File: config.mk
export PLATFORM = sky130hd
export DESIGN_NAME = rotated_bitmap_expander_top
export DESIGN_NICKNAME = d
export VERILOG_FILES = /design/src/rtl/core/rbe_pkg.sv /design/src/rtl/core/rbe_front.sv /design/src/rtl/core/rbe_lane.sv /design/src/rtl/core/rbe_merge.sv /design/src/rtl/core/rotated_bitmap_expander_top.sv
export SDC_FILE = /design/constraint.sdc
export NUM_CORES = 2
export LEC_CHECK = 0
export BUFFER_PORTS_ARGS = -buffer_cell sky130_fd_sc_hd__buf_2
export CAP_MARGIN = 5
export CORE_ASPECT_RATIO = 0.6
export CORE_MARGIN = 2
export CORE_UTILIZATION = 48
export CTS_CLUSTER_SIZE = 16
export DETAILED_ROUTE_END_ITERATION = 16
export PLACE_DENSITY = 0.66
export SLEW_MARGIN = 10
export SYNTH_ARGS = -nofsm -noshare
export SYNTH_HDL_FRONTEND = slang
export SYNTH_SLANG_ARGS = --single-unit
export TNS_END_PERCENT = 10
File: constraint.sdc
create_clock -name clock -period 27.1 [get_ports clock]
set_input_delay 4.065 -clock clock [delete_from_list [all_inputs] [get_ports clock]]
set_output_delay 4.065 -clock clock [all_outputs]
set_load 0.05 [all_outputs]
File: src/rtl/core/rbe_pkg.sv
// Shared types and constants for the rotated bitmap expander.
// No dependencies; used by every module of the block and by its checker.
package rbe_pkg;

   localparam int MAX_SRC_WIDTH = 256;
   localparam int MAX_SCR_WIDTH = 4096;

   localparam int SCR_W    = 13;
   localparam int SRCW_W   = 9;
   localparam int ORG_W    = 12;
   localparam int COLOUR_W = 32;
   localparam int OFF_W    = 24;
   localparam int ROW_W    = 8;
   localparam int BCOL_W   = 5;
   localparam int LANES    = 8;
   localparam int IDX_W    = 3;
   localparam int CSR_IDX_W = 3;
   localparam int CSR_DATA_W = 32;

   // a row also ends when the byte column reaches this limit
   localparam int COL_LIMIT = MAX_SRC_WIDTH / 8;

   localparam logic [SCR_W-1:0]    SCR_WIDTH_RST  = 13'd1024;
   localparam logic [SRCW_W-1:0]   SRC_WIDTH_RST  = 9'd256;
   localparam logic [SRCW_W-1:0]   SRC_HEIGHT_RST = 9'd224;
   localparam logic [COLOUR_W-1:0] COLOUR_RST     = 32'hFFFF_FFFF;

   localparam logic [IDX_W-1:0]  LANE_LAST = IDX_W'(LANES - 1);
   localparam logic [BCOL_W-1:0] BCOL_LAST = '1;
   localparam logic [ROW_W-1:0]  ROW_LAST  = '1;

   typedef enum logic [CSR_IDX_W-1:0] {
      CSR_SCR_WIDTH     = 3'd0,
      CSR_SRC_WIDTH     = 3'd1,
      CSR_SRC_HEIGHT    = 3'd2,
      CSR_ORIGIN_X      = 3'd3,
      CSR_ORIGIN_Y      = 3'd4,
      CSR_PIXEL_COLOUR  = 3'd5,
      CSR_CENTER_ENABLE = 3'd6
   } csr_index_type;

   // configuration as seen by the datapath, widths already saturated
   typedef struct packed {
      logic [SCR_W-1:0]    screen_w;
      logic [SRCW_W-1:0]   src_w;
      logic [SRCW_W-1:0]   src_height;
      logic [ORG_W-1:0]    origin_x;
      logic [ORG_W-1:0]    origin_y;
      logic [COLOUR_W-1:0] colour;
      logic                center;
   } cfg_type;

   // one request after address preparation
   typedef struct packed {
      logic [LANES-1:0] bits;
      logic [OFF_W-1:0] drow0;
      logic [OFF_W-1:0] dcol;
   } item_type;

   typedef logic [LANES-1:0][OFF_W-1:0]    lane_off_type;
   typedef logic [LANES-1:0][COLOUR_W-1:0] lane_val_type;

endpackage

File: src/rtl/core/rbe_front.sv
// Front stage: source row / byte counters and per-request address prep.
// Depends on rbe_pkg.
module rbe_front (
   input  logic                    clock,
   input  logic                    reset,
   input  rbe_pkg::cfg_type        cfg,
   input  logic                    in_valid,
   input  logic [7:0]              in_byte,
   input  logic                    in_start,
   output logic                    in_ready,
   output logic                    out_valid,
   output rbe_pkg::item_type       out_item,
   input  logic                    out_take
);
   import rbe_pkg::*;

   logic [ROW_W-1:0]  row_ff, row_in, row_cur;
   logic [BCOL_W-1:0] bcol_ff, bcol_in, bcol_cur;
   logic              valid_ff, valid_in;
   item_type          item_ff, item_in;
   logic              accept;
   logic [BCOL_W:0]   bcol_inc;
   logic [ROW_W:0]    row_inc;
   logic              end_row, row_wrap;
   logic [OFF_W-1:0]  shift;

   assign in_ready = !valid_ff || out_take;
   assign accept   = in_valid && in_ready;

   always_comb begin
      row_cur  = in_start ? '0 : row_ff;
      bcol_cur = in_start ? '0 : bcol_ff;
      bcol_inc = {1'b0, bcol_cur} + (BCOL_W+1)'(1);
      row_inc  = {1'b0, row_cur} + (ROW_W+1)'(1);
      end_row  = (bcol_inc >= (BCOL_W+1)'(cfg.src_w[SRCW_W-1:3]))
               || (int'(bcol_inc) >= COL_LIMIT) || (bcol_cur == BCOL_LAST);
      row_wrap = (row_inc >= cfg.src_height) || (row_cur == ROW_LAST);

      shift = cfg.center ? (OFF_W'(cfg.screen_w >> 1) - OFF_W'(cfg.src_w >> 1)) : '0;
      item_in.bits  = in_byte;
      item_in.dcol  = OFF_W'(cfg.origin_x) + shift + OFF_W'(row_cur);
      item_in.drow0 = OFF_W'(cfg.origin_y) + OFF_W'(cfg.src_w)
                    - OFF_W'({bcol_cur, 3'b000});

      row_in   = row_ff;
      bcol_in  = bcol_ff;
      valid_in = valid_ff;
      if (accept) begin
         valid_in = 1'b1;
         if (end_row) begin
            bcol_in = '0;
            row_in  = row_wrap ? '0 : row_inc[ROW_W-1:0];
         end else begin
            bcol_in = bcol_inc[BCOL_W-1:0];
            row_in  = row_cur;
         end
      end else if (out_take) begin
         valid_in = 1'b0;
      end
   end

   always_ff @(posedge clock) begin
      if (reset) begin
         row_ff   <= '0;
         bcol_ff  <= '0;
         valid_ff <= 1'b0;
      end else begin
         row_ff   <= row_in;
         bcol_ff  <= bcol_in;
         valid_ff <= valid_in;
      end
   end

   always_ff @(posedge clock) begin
      if (accept) begin
         item_ff <= item_in;
      end
   end

   assign out_valid = valid_ff;
   assign out_item  = item_ff;

endmodule

File: src/rtl/core/rbe_lane.sv
// One pixel lane: offset of bit LANE from the byte's base offset, and its value.
// Depends on rbe_pkg.
module rbe_lane #(
   parameter int LANE = 0
) (
   input  logic [rbe_pkg::OFF_W-1:0]    base,
   input  logic [rbe_pkg::SCR_W-1:0]    screen_w,
   input  logic                         bit_set,
   input  logic [rbe_pkg::COLOUR_W-1:0] colour,
   output logic [rbe_pkg::OFF_W-1:0]    offset,
   output logic [rbe_pkg::COLOUR_W-1:0] value
);
   import rbe_pkg::*;

   localparam logic [OFF_W-1:0] LANE_K = OFF_W'(LANE);

   // column c+LANE lands LANE rows above column c
   assign offset = base - (LANE_K * OFF_W'(screen_w));
   assign value  = bit_set ? colour : '0;

endmodule

File: src/rtl/core/rbe_merge.sv
// Merge stage: holds the eight lane results and sends one per cycle while rsp_stall is low.
// Depends on rbe_pkg.
module rbe_merge (
   input  logic                              clock,
   input  logic                              reset,
   input  logic                              load,
   input  rbe_pkg::lane_off_type             lane_off,
   input  rbe_pkg::lane_val_type             lane_val,
   output logic                              free,
   output logic                              rsp_valid,
   input  logic                              rsp_stall,
   output logic [rbe_pkg::OFF_W-1:0]         rsp_pixel_offset,
   output logic [rbe_pkg::COLOUR_W-1:0]      rsp_pixel_value,
   output logic                              rsp_last_of_byte
);
   import rbe_pkg::*;

   lane_off_type     off_ff;
   lane_val_type     val_ff;
   logic [IDX_W-1:0] idx_ff, idx_in;
   logic             valid_ff, valid_in;
   logic             last;

   assign last = (idx_ff == LANE_LAST);
   assign free = !valid_ff || (!rsp_stall && last);

   always_comb begin
      idx_in   = idx_ff;
      valid_in = valid_ff;
      if (load) begin
         valid_in = 1'b1;
         idx_in   = '0;
      end else if (valid_ff && !rsp_stall) begin
         if (last) begin
            valid_in = 1'b0;
         end else begin
            idx_in = idx_ff + IDX_W'(1);
         end
      end
   end

   always_ff @(posedge clock) begin
      if (reset) begin
         valid_ff <= 1'b0;
         idx_ff   <= '0;
      end else begin
         valid_ff <= valid_in;
         idx_ff   <= idx_in;
      end
   end

   always_ff @(posedge clock) begin
      if (load) begin
         off_ff <= lane_off;
         val_ff <= lane_val;
      end
   end

   assign rsp_valid        = valid_ff;
   assign rsp_pixel_offset = off_ff[idx_ff];
   assign rsp_pixel_value  = val_ff[idx_ff];
   assign rsp_last_of_byte = last;

endmodule

File: src/rtl/core/rotated_bitmap_expander_top.sv
// Top level of the rotated bitmap expander: configuration registers, base
// offset multiply, eight pixel lanes. Depends on rbe_pkg, rbe_front, rbe_lane, rbe_merge.
//
// Takes a 1bpp source bitmap one byte per request (row-major, bit 0 leftmost)
// and produces eight framebuffer writes per byte, image turned -90 degrees:
// source (row r, column c) goes to screen row origin_y + W - c, screen column
// origin_x + shift + r, offset = row * S + column modulo 2^24. S and W are the
// screen and source width registers saturated at 4096 and 256; shift is
// S/2 - W/2 when center_enable is set. Writes come out for bits 0..7 in order,
// one per cycle while rsp_stall is low, with rsp_last_of_byte on the eighth.
// Request throughput is bounded by the single result port, which carries eight
// writes per byte; requests are taken while an earlier byte is still draining
// (up to three bytes in flight). A request passes the counter/address stage,
// the base multiply (24x13) register, then its lane results land in the output
// buffer, from which rsp_ is driven. No clearing pass after reset.
// Configuration writes are always ready and must only be issued while the block
// is idle. req_start_block resets the row and byte counters before its byte is
// used; otherwise they advance per byte and wrap at the end of the bitmap.
module rotated_bitmap_expander_top (
   input  logic                              clock,
   input  logic                              reset,
   input  logic                              req_valid,
   output logic                              req_stall,
   input  logic [7:0]                        req_pixel_byte,
   input  logic                              req_start_block,
   output logic                              rsp_valid,
   input  logic                              rsp_stall,
   output logic [rbe_pkg::OFF_W-1:0]         rsp_pixel_offset,
   output logic [rbe_pkg::COLOUR_W-1:0]      rsp_pixel_value,
   output logic                              rsp_last_of_byte,
   input  logic                              csr_valid,
   output logic                              csr_ready,
   input  logic [rbe_pkg::CSR_IDX_W-1:0]     csr_index,
   input  logic [rbe_pkg::CSR_DATA_W-1:0]    csr_data
);
   import rbe_pkg::*;

   // configuration registers
   logic [SCR_W-1:0]    scr_width_ff;
   logic [SRCW_W-1:0]   src_width_ff;
   logic [SRCW_W-1:0]   src_height_ff;
   logic [ORG_W-1:0]    origin_x_ff;
   logic [ORG_W-1:0]    origin_y_ff;
   logic [COLOUR_W-1:0] colour_ff;
   logic                center_ff;
   cfg_type             cfg;

   // front stage
   logic     front_ready;
   logic     front_valid;
   item_type front_item;

   // base offset stage
   logic             s2_valid_ff, s2_valid_in;
   logic [OFF_W-1:0] base_ff, base_in;
   logic [LANES-1:0] bits_ff;
   logic             s2_load, s2_free;
   logic [OFF_W+SCR_W-1:0] prod;

   // lanes and merge
   lane_off_type lane_off;
   lane_val_type lane_val;
   logic         merge_free, merge_load;

   assign csr_ready = 1'b1;

   always_ff @(posedge clock) begin
      if (reset) begin
         scr_width_ff  <= SCR_WIDTH_RST;
         src_width_ff  <= SRC_WIDTH_RST;
         src_height_ff <= SRC_HEIGHT_RST;
         origin_x_ff   <= '0;
         origin_y_ff   <= '0;
         colour_ff     <= COLOUR_RST;
         center_ff     <= 1'b1;
      end else if (csr_valid && csr_ready) begin
         unique case (csr_index)
            CSR_SCR_WIDTH:     scr_width_ff  <= csr_data[SCR_W-1:0];
            CSR_SRC_WIDTH:     src_width_ff  <= csr_data[SRCW_W-1:0];
            CSR_SRC_HEIGHT:    src_height_ff <= csr_data[SRCW_W-1:0];
            CSR_ORIGIN_X:      origin_x_ff   <= csr_data[ORG_W-1:0];
            CSR_ORIGIN_Y:      origin_y_ff   <= csr_data[ORG_W-1:0];
            CSR_PIXEL_COLOUR:  colour_ff     <= csr_data[COLOUR_W-1:0];
            CSR_CENTER_ENABLE: center_ff     <= csr_data[0];
            default: ;  // unmapped index, write dropped
         endcase
      end
   end

   // saturate the widths once; everything downstream sees clamped values
   always_comb begin
      cfg.screen_w   = (int'(scr_width_ff) > MAX_SCR_WIDTH)
                     ? SCR_W'(MAX_SCR_WIDTH) : scr_width_ff;
      cfg.src_w      = (int'(src_width_ff) > MAX_SRC_WIDTH)
                     ? SRCW_W'(MAX_SRC_WIDTH) : src_width_ff;
      cfg.src_height = src_height_ff;
      cfg.origin_x   = origin_x_ff;
      cfg.origin_y   = origin_y_ff;
      cfg.colour     = colour_ff;
      cfg.center     = center_ff;
   end

   rbe_front u_front (
      .clock     (clock),
      .reset     (reset),
      .cfg       (cfg),
      .in_valid  (req_valid),
      .in_byte   (req_pixel_byte),
      .in_start  (req_start_block),
      .in_ready  (front_ready),
      .out_valid (front_valid),
      .out_item  (front_item),
      .out_take  (s2_load)
   );

   assign req_stall = !front_ready;

   // base offset of bit 0: drow0 * S + dcol, modulo 2^24
   assign merge_load  = s2_valid_ff && merge_free;
   assign s2_free     = !s2_valid_ff || merge_load;
   assign s2_load     = front_valid && s2_free;
   assign prod        = {{SCR_W{1'b0}}, front_item.drow0}
                      * {{OFF_W{1'b0}}, cfg.screen_w};
   assign base_in     = prod[OFF_W-1:0] + front_item.dcol;

   always_comb begin
      s2_valid_in = s2_valid_ff;
      if (s2_load) begin
         s2_valid_in = 1'b1;
      end else if (merge_load) begin
         s2_valid_in = 1'b0;
      end
   end

   always_ff @(posedge clock) begin
      if (reset) begin
         s2_valid_ff <= 1'b0;
      end else begin
         s2_valid_ff <= s2_valid_in;
      end
   end

   always_ff @(posedge clock) begin
      if (s2_load) begin
         base_ff <= base_in;
         bits_ff <= front_item.bits;
      end
   end

   for (genvar g = 0; g < LANES; g++) begin : g_lane
      rbe_lane #(.LANE(g)) u_lane (
         .base     (base_ff),
         .screen_w (cfg.screen_w),
         .bit_set  (bits_ff[g]),
         .colour   (cfg.colour),
         .offset   (lane_off[g]),
         .value    (lane_val[g])
      );
   end

   rbe_merge u_merge (
      .clock            (clock),
      .reset            (reset),
      .load             (merge_load),
      .lane_off         (lane_off),
      .lane_val         (lane_val),
      .free             (merge_free),
      .rsp_valid        (rsp_valid),
      .rsp_stall        (rsp_stall),
      .rsp_pixel_offset (rsp_pixel_offset),
      .rsp_pixel_value  (rsp_pixel_value),
      .rsp_last_of_byte (rsp_last_of_byte)
   );

endmodule

* Word-level counts from Yosys, hierarchy flattened *
Cells that the tools add are included.

storage, ports and cells
  logic and storage cells = 121
  bits in registers = 643
  output and inout bits = 60
  input bits = 49

cells by class
  equal/unequal tests = 9
  reduce and logical (&&, ||, !) cells = 31
  multiply operators = 5
  bitwise gates (word level) = 1
  add/subtract/negate cells = 16
  magnitude comparators = 6
  muxes and demuxes = 19

operator list
  cell                                                                  count
  32-bit binary-select mux with 3-bit select                            1
  24-bit binary-select mux with 3-bit select                            1
  24-bit by 16-bit subtractor with 24-bit output                        3
  24-bit two-way mux                                                    2
  24-bit by 15-bit subtractor with 24-bit output                        2
  3-bit by 13-bit multiplier with 16-bit output (first input constant)  2
  32-bit two-way mux                                                    1
  2-bit by 13-bit multiplier with 15-bit output (first input constant)  2
  12-bit by 24-bit adder with 24-bit output                             1
  24-bit adder                                                          1
  24-bit by 8-bit adder with 24-bit output                              1
  24-bit by 13-bit multiplier with 24-bit output                        1
  8-bit two-way mux                                                     3
  24-bit by 13-bit subtractor with 24-bit output                        1
  24-bit by 14-bit subtractor with 24-bit output                        1
  24-bit by 8-bit subtractor with 24-bit output                         1
  2-bit AND reduction                                                   9
  12-bit by 9-bit adder with 13-bit output                              1
  13-bit > comparator (second input constant)                           1
  13-bit two-way mux                                                    1
  12-bit by 8-bit subtractor with 13-bit output                         1
  3-bit equality test (second input constant)                           4
  5-bit two-way mux                                                     2
  8-bit by 1-bit adder with 9-bit output (second input constant)        1
  other kinds (20)                                                      43

* Logic depth before layout (Yosys ltp) *
  depth in word-level cells = 9
  mapped depth = 26

* Modules after synthesis *
From an unflattened synthesis, not the netlist that was laid out.

second synthesis, totals
  cells, all modules = 4,105
  area total of the unflattened synthesis = 45,190.8 um^2

modules (own cells, without submodules)
  module                        cells each  area an instance (um^2)  times used  seq. area each (um^2)
  rbe_merge                     666         16,988.8                 1           13,533.0
  rotated_bitmap_expander_top   1,333       11,833.8                 1           2,742.6
  rbe_front                     486         4,789.6                  1           1,661.6
  rbe_lane at g_lane[7].u_lane  300         2,199.6                  1           0.0
  rbe_lane at g_lane[6].u_lane  284         2,130.8                  1           0.0
  rbe_lane at g_lane[5].u_lane  256         1,843.0                  1           0.0
  rbe_lane at g_lane[3].u_lane  211         1,512.7                  1           0.0
  rbe_lane at g_lane[1].u_lane  181         1,234.9                  1           0.0
  rbe_lane at g_lane[2].u_lane  165         1,144.8                  1           0.0
  rbe_lane at g_lane[4].u_lane  164         1,077.3                  1           0.0
  rbe_lane at g_lane[0].u_lane  59          435.4                    1           0.0

* Worst setup path before layout *
No wires, ideal clock.

  path kind = input-to-reg
  start = input rsp_stall
  end = register u_merge.idx_ff[0]
  path slack = 1.411 ns
  stages on the path = 5
  arrival = 25.544 ns
  library setup time = 0.145 ns
  path buffers = 0
  cells stage by stage = inv_1 -> a21boi_0 -> nor2b_1 -> or2_2 -> nor2_1

on the way
  word-level cells in the longest chain between the ends = 5
  elaborated cells on any way between the ends = 7
  classes of those cells = 7 x reduce/logical

ends and longest elaborated chain
  what                          RTL line                            source
  start, declared               rotated_bitmap_expander_top.sv:27   input logic rsp_stall,
  1-bit zero test               rbe_merge.sv:25                     assign free = !valid_ff || (!rsp_stall && last);
  1-bit logical AND             rbe_merge.sv:25
  1-bit logical OR              rbe_merge.sv:25
  1-bit logical AND             rotated_bitmap_expander_top.sv:119  assign merge_load = s2_valid_ff && merge_free;
  net merge_load                rotated_bitmap_expander_top.sv:63   logic merge_free, merge_load;
  2-bit OR reduction (no line)  -
  end signal, assigned          rbe_merge.sv:48                     idx_ff <= idx_in;
  end, declared                 rbe_merge.sv:20                     logic [IDX_W-1:0] idx_ff, idx_in;

The timed path passes the listed nets, and every way through them passes these cells.
A chain may end at the register's enable or synchronous reset.

* Worst setup path after layout *
  start = input rsp_stall
  end = output req_stall

on the way
  word-level cells in the longest chain between the ends = 8

ends and longest elaborated chain
  what               RTL line                            source
  1-bit zero test    rbe_merge.sv:25
  1-bit logical AND  rbe_merge.sv:25
  1-bit logical OR   rbe_merge.sv:25
  1-bit logical AND  rotated_bitmap_expander_top.sv:119
  1-bit logical OR   rotated_bitmap_expander_top.sv:120  assign s2_free = !s2_valid_ff || merge_load;
  1-bit logical AND  rotated_bitmap_expander_top.sv:121  assign s2_load = front_valid && s2_free;
  1-bit logical OR   rbe_front.sv:27                     assign in_ready = !valid_ff || out_take;
  1-bit zero test    rotated_bitmap_expander_top.sv:116  assign req_stall = !front_ready;
  end, declared      rotated_bitmap_expander_top.sv:23   output logic req_stall,

Every way passes these cells.

==> metrics <==
status finished, final reports clean; CTS Root Cell clkbuf_16; Worst R2R Path Depth 25; Seq/Total Area, Yosys 42.7%; R2R Path End base_ff[23]; CP Max Fanout 5; setup_tns 0 ns; Slew Limit Fails 0; worst setup path end req_stall; Startpoint Class primary input; largest net degree at the start of global routing 162; # clock sinks 634; Max-cap violations 0; FF-to-FF setup slack 19.86 ns; worst vdd ir 52.4 µV; RePlAce Congestion 0.893; CP endpoint kind output pin; worst slew pin tran 1.19 ns; antenna cells 0; Final Net Count 4290; initial antenna violation count 2; Core ar. 0.0872 mm²; fraction of registers with async set/reset 0%; grt ovf 0; row cnt 84; Tcrit/Tclk final 36.0%; Clock Tree Buf Depth 3; power per cell area 57.3 mW/mm²; Setup WS post-layout 17.35 ns; vias in the first global route 27200; clock-pin transition on the worst setup and hold timing paths 0.06 ns; DRC 0; Synth Register Bits 634; Final Setup Violations 0; fin util 52.7%; RSZ-0062 raised after global routing no; antenna viol nets, final 0; Synth area leaders edfxtp_1, fa_1, ha_1; Post-DP HPWL 69.7 mm; Power Total 2640 µW; initial DRC count 2612; Synth Flop Type edfxtp_1; IO Port Bufs 107; Slowest-stage cell, CP a21boi_0; final wirelength 97.9 mm; Critical Path RT 23.03 ns; post-CTS sizing 0; DR pass1 iterations 8; later-pin clock latency in the skew report 0.66 ns; via count 27200; Synth cell types 73; first-pass GRT wire length 156 mm; CP peak stage delay 0.84 ns; layout cells sized above 1 12.1%; HP Class flip-flop to flip-flop; CP Cell Sequence buf_2 > inv_1 > a21boi_0 > nand3_1 > inv_1 > buf_2; Ports 109; H-tree depth 2; Post-synth EDFFs 527; fin cells 4964; CP Launch Point rsp_stall; CTS buffer count 61; DR WL/cell 19.7 µm; DIE HEIGHT 233 µm; Arr. time, crit path 5.68 ns; FF-to-FF Start scr_width_ff[12]; relative slew slack 20.9%; Synth area leader edfxtp_1; clock skew 0.0471 ns; Post-CTS Setup Inserts 0; Synth top area share 37.6%; # hold bufs at CTS 0; Area Growth Syn to Fin 9.34%; Post-Synthesis Cell Area 0.0421 mm²; via/cell ratio 5.47; Die W 386 µm; fmax 103 MHz; leakage power 0.0178 µW; TritonCTS clock tree done; Post-Syn Instances 3688; pre-CTS setup slack 17.48 ns; die area 0.0901 mm²; placed insts 4849; critical path class primary input to output pin; Min Clock Period, post-route 9.75 ns; Initial Util 48.2%; final hold vios 0; Tot GR Track Use 22.3%; yosys warns 0; syn avg cell area 11.4 µm²; Syn Nets 4227
kinds of logic after synthesis:
group / share of synthesized area, %
AO/OA/AOI/OAI: 6.76
XOR/XNOR: 5.00
adder cells (fa/ha/maj): 19.0
buffers and inverters: 4.63
flip-flops: 42.7
multiplexers: 7.51
other: 0.00892
AND/OR/NAND/NOR: 14.4
routing by layer:
metal	up-vias	global-route usage [%]	part of all wire, %
met5	-	0	0
met4	0	3.88	1.3
met3	89	3.69	7.4
met2	849	31.7	41
met1	13400	35.9	50
li1	12800	-	-
report_power, final:
group	switching [µW]	internal (µW)	total [µW]
sequential	48.2	1140	1190
clock	389	523	912
combinational	320	218	538
total	757	1880	2640
worst max-delay path: cells and delay by family:
family,cells,cell delay (ns)
compound gates,1,0.84
buf+inv,4,0.48
simple gates,1,0.29
cell usage in the layout, fill, tap and decap left out, types with 60 or more instances in the layout:
| cell type | n |
|---|---|
| clkbuf_16 | 63 |
| mux4_2 | 109 |
| o21ai_0 | 62 |
| nand2_1 | 420 |
| edfxtp_1 | 527 |
| and2_1 | 340 |
| ha_1 | 241 |
| nand3_1 | 60 |
| xor2_1 | 86 |
| dfxtp_1 | 103 |
| inv_1 | 366 |
| xnor2_1 | 154 |
| buf_2 | 106 |
| a21oi_1 | 167 |
| fa_1 | 249 |
| nor2_1 | 145 |
cells in the mapped netlist, drive strengths merged, types with 9 or more instances:
master / n
a211oi: 24
a21boi: 12
a21o: 50
a21oi: 169
and2: 340
and3: 22
buf: 22
clkbuf: 126
dfxtp: 107
edfxtp: 527
fa: 249
ha: 241
inv: 368
mux2: 55
mux4: 109
nand2: 420
nand2b: 25
nand3: 60
nand3b: 35
nor2: 146
nor2b: 43
nor3: 43
nor4: 11
o211ai: 15
o21a: 24
o21ai: 65
o21bai: 10
o31ai: 9
or2: 14
or3: 19
xnor2: 154
xor2: 86
flip-flops by register name, indices dropped and copies added (netlist names), 3 cells and up:
name              cells
colour_ff            32
u_front.row_ff        8
src_width_ff          9
u_merge.val_ff      256
bits_ff               8
scr_width_ff         13
base_ff              24
origin_y_ff          12
u_merge.off_ff      186
u_front.out_item     53
u_merge.idx_ff        3
src_height_ff         9
origin_x_ff          12
u_front.bcol_ff       5
cell type report:
cell class,count,area [µm²]
clock buffers,76,1670
clock inverters,39,457
fillers,7504,41200
inverters,369,1390
multi-input cells,2537,22200
flip-flops and latches,634,18000
well taps,1161,1450
repair buffers,148,858
metrics by stage:
stage                     cell area, µm²  hold slack (ns)
after global placement             43900            0.402
after CTS                          46000            0.423
after detailed placement           43900            0.408
after global routing               46000            0.426
final                              46000            0.421
after floorplan                    42100            0.400
worst min-delay path by stage:
| stage | from | cells after the start | slack (ns) | endpoint |
|---|---|---|---|---|
| after floorplan | u_front.out_item[48] | 0 | 0.40 | bits_ff[0] |
| after detailed placement | u_front.out_item[52] | 0 | 0.41 | bits_ff[4] |
| final | u_front.out_item[52] | 0 | 0.42 | bits_ff[4] |
| after global placement | u_front.out_item[54] | 0 | 0.40 | bits_ff[6] |
| after global routing | u_front.out_item[49] | 0 | 0.43 | bits_ff[1] |
| after CTS | u_front.out_item[51] | 0 | 0.42 | bits_ff[3] |
Power figures use the tool's default switching activity.
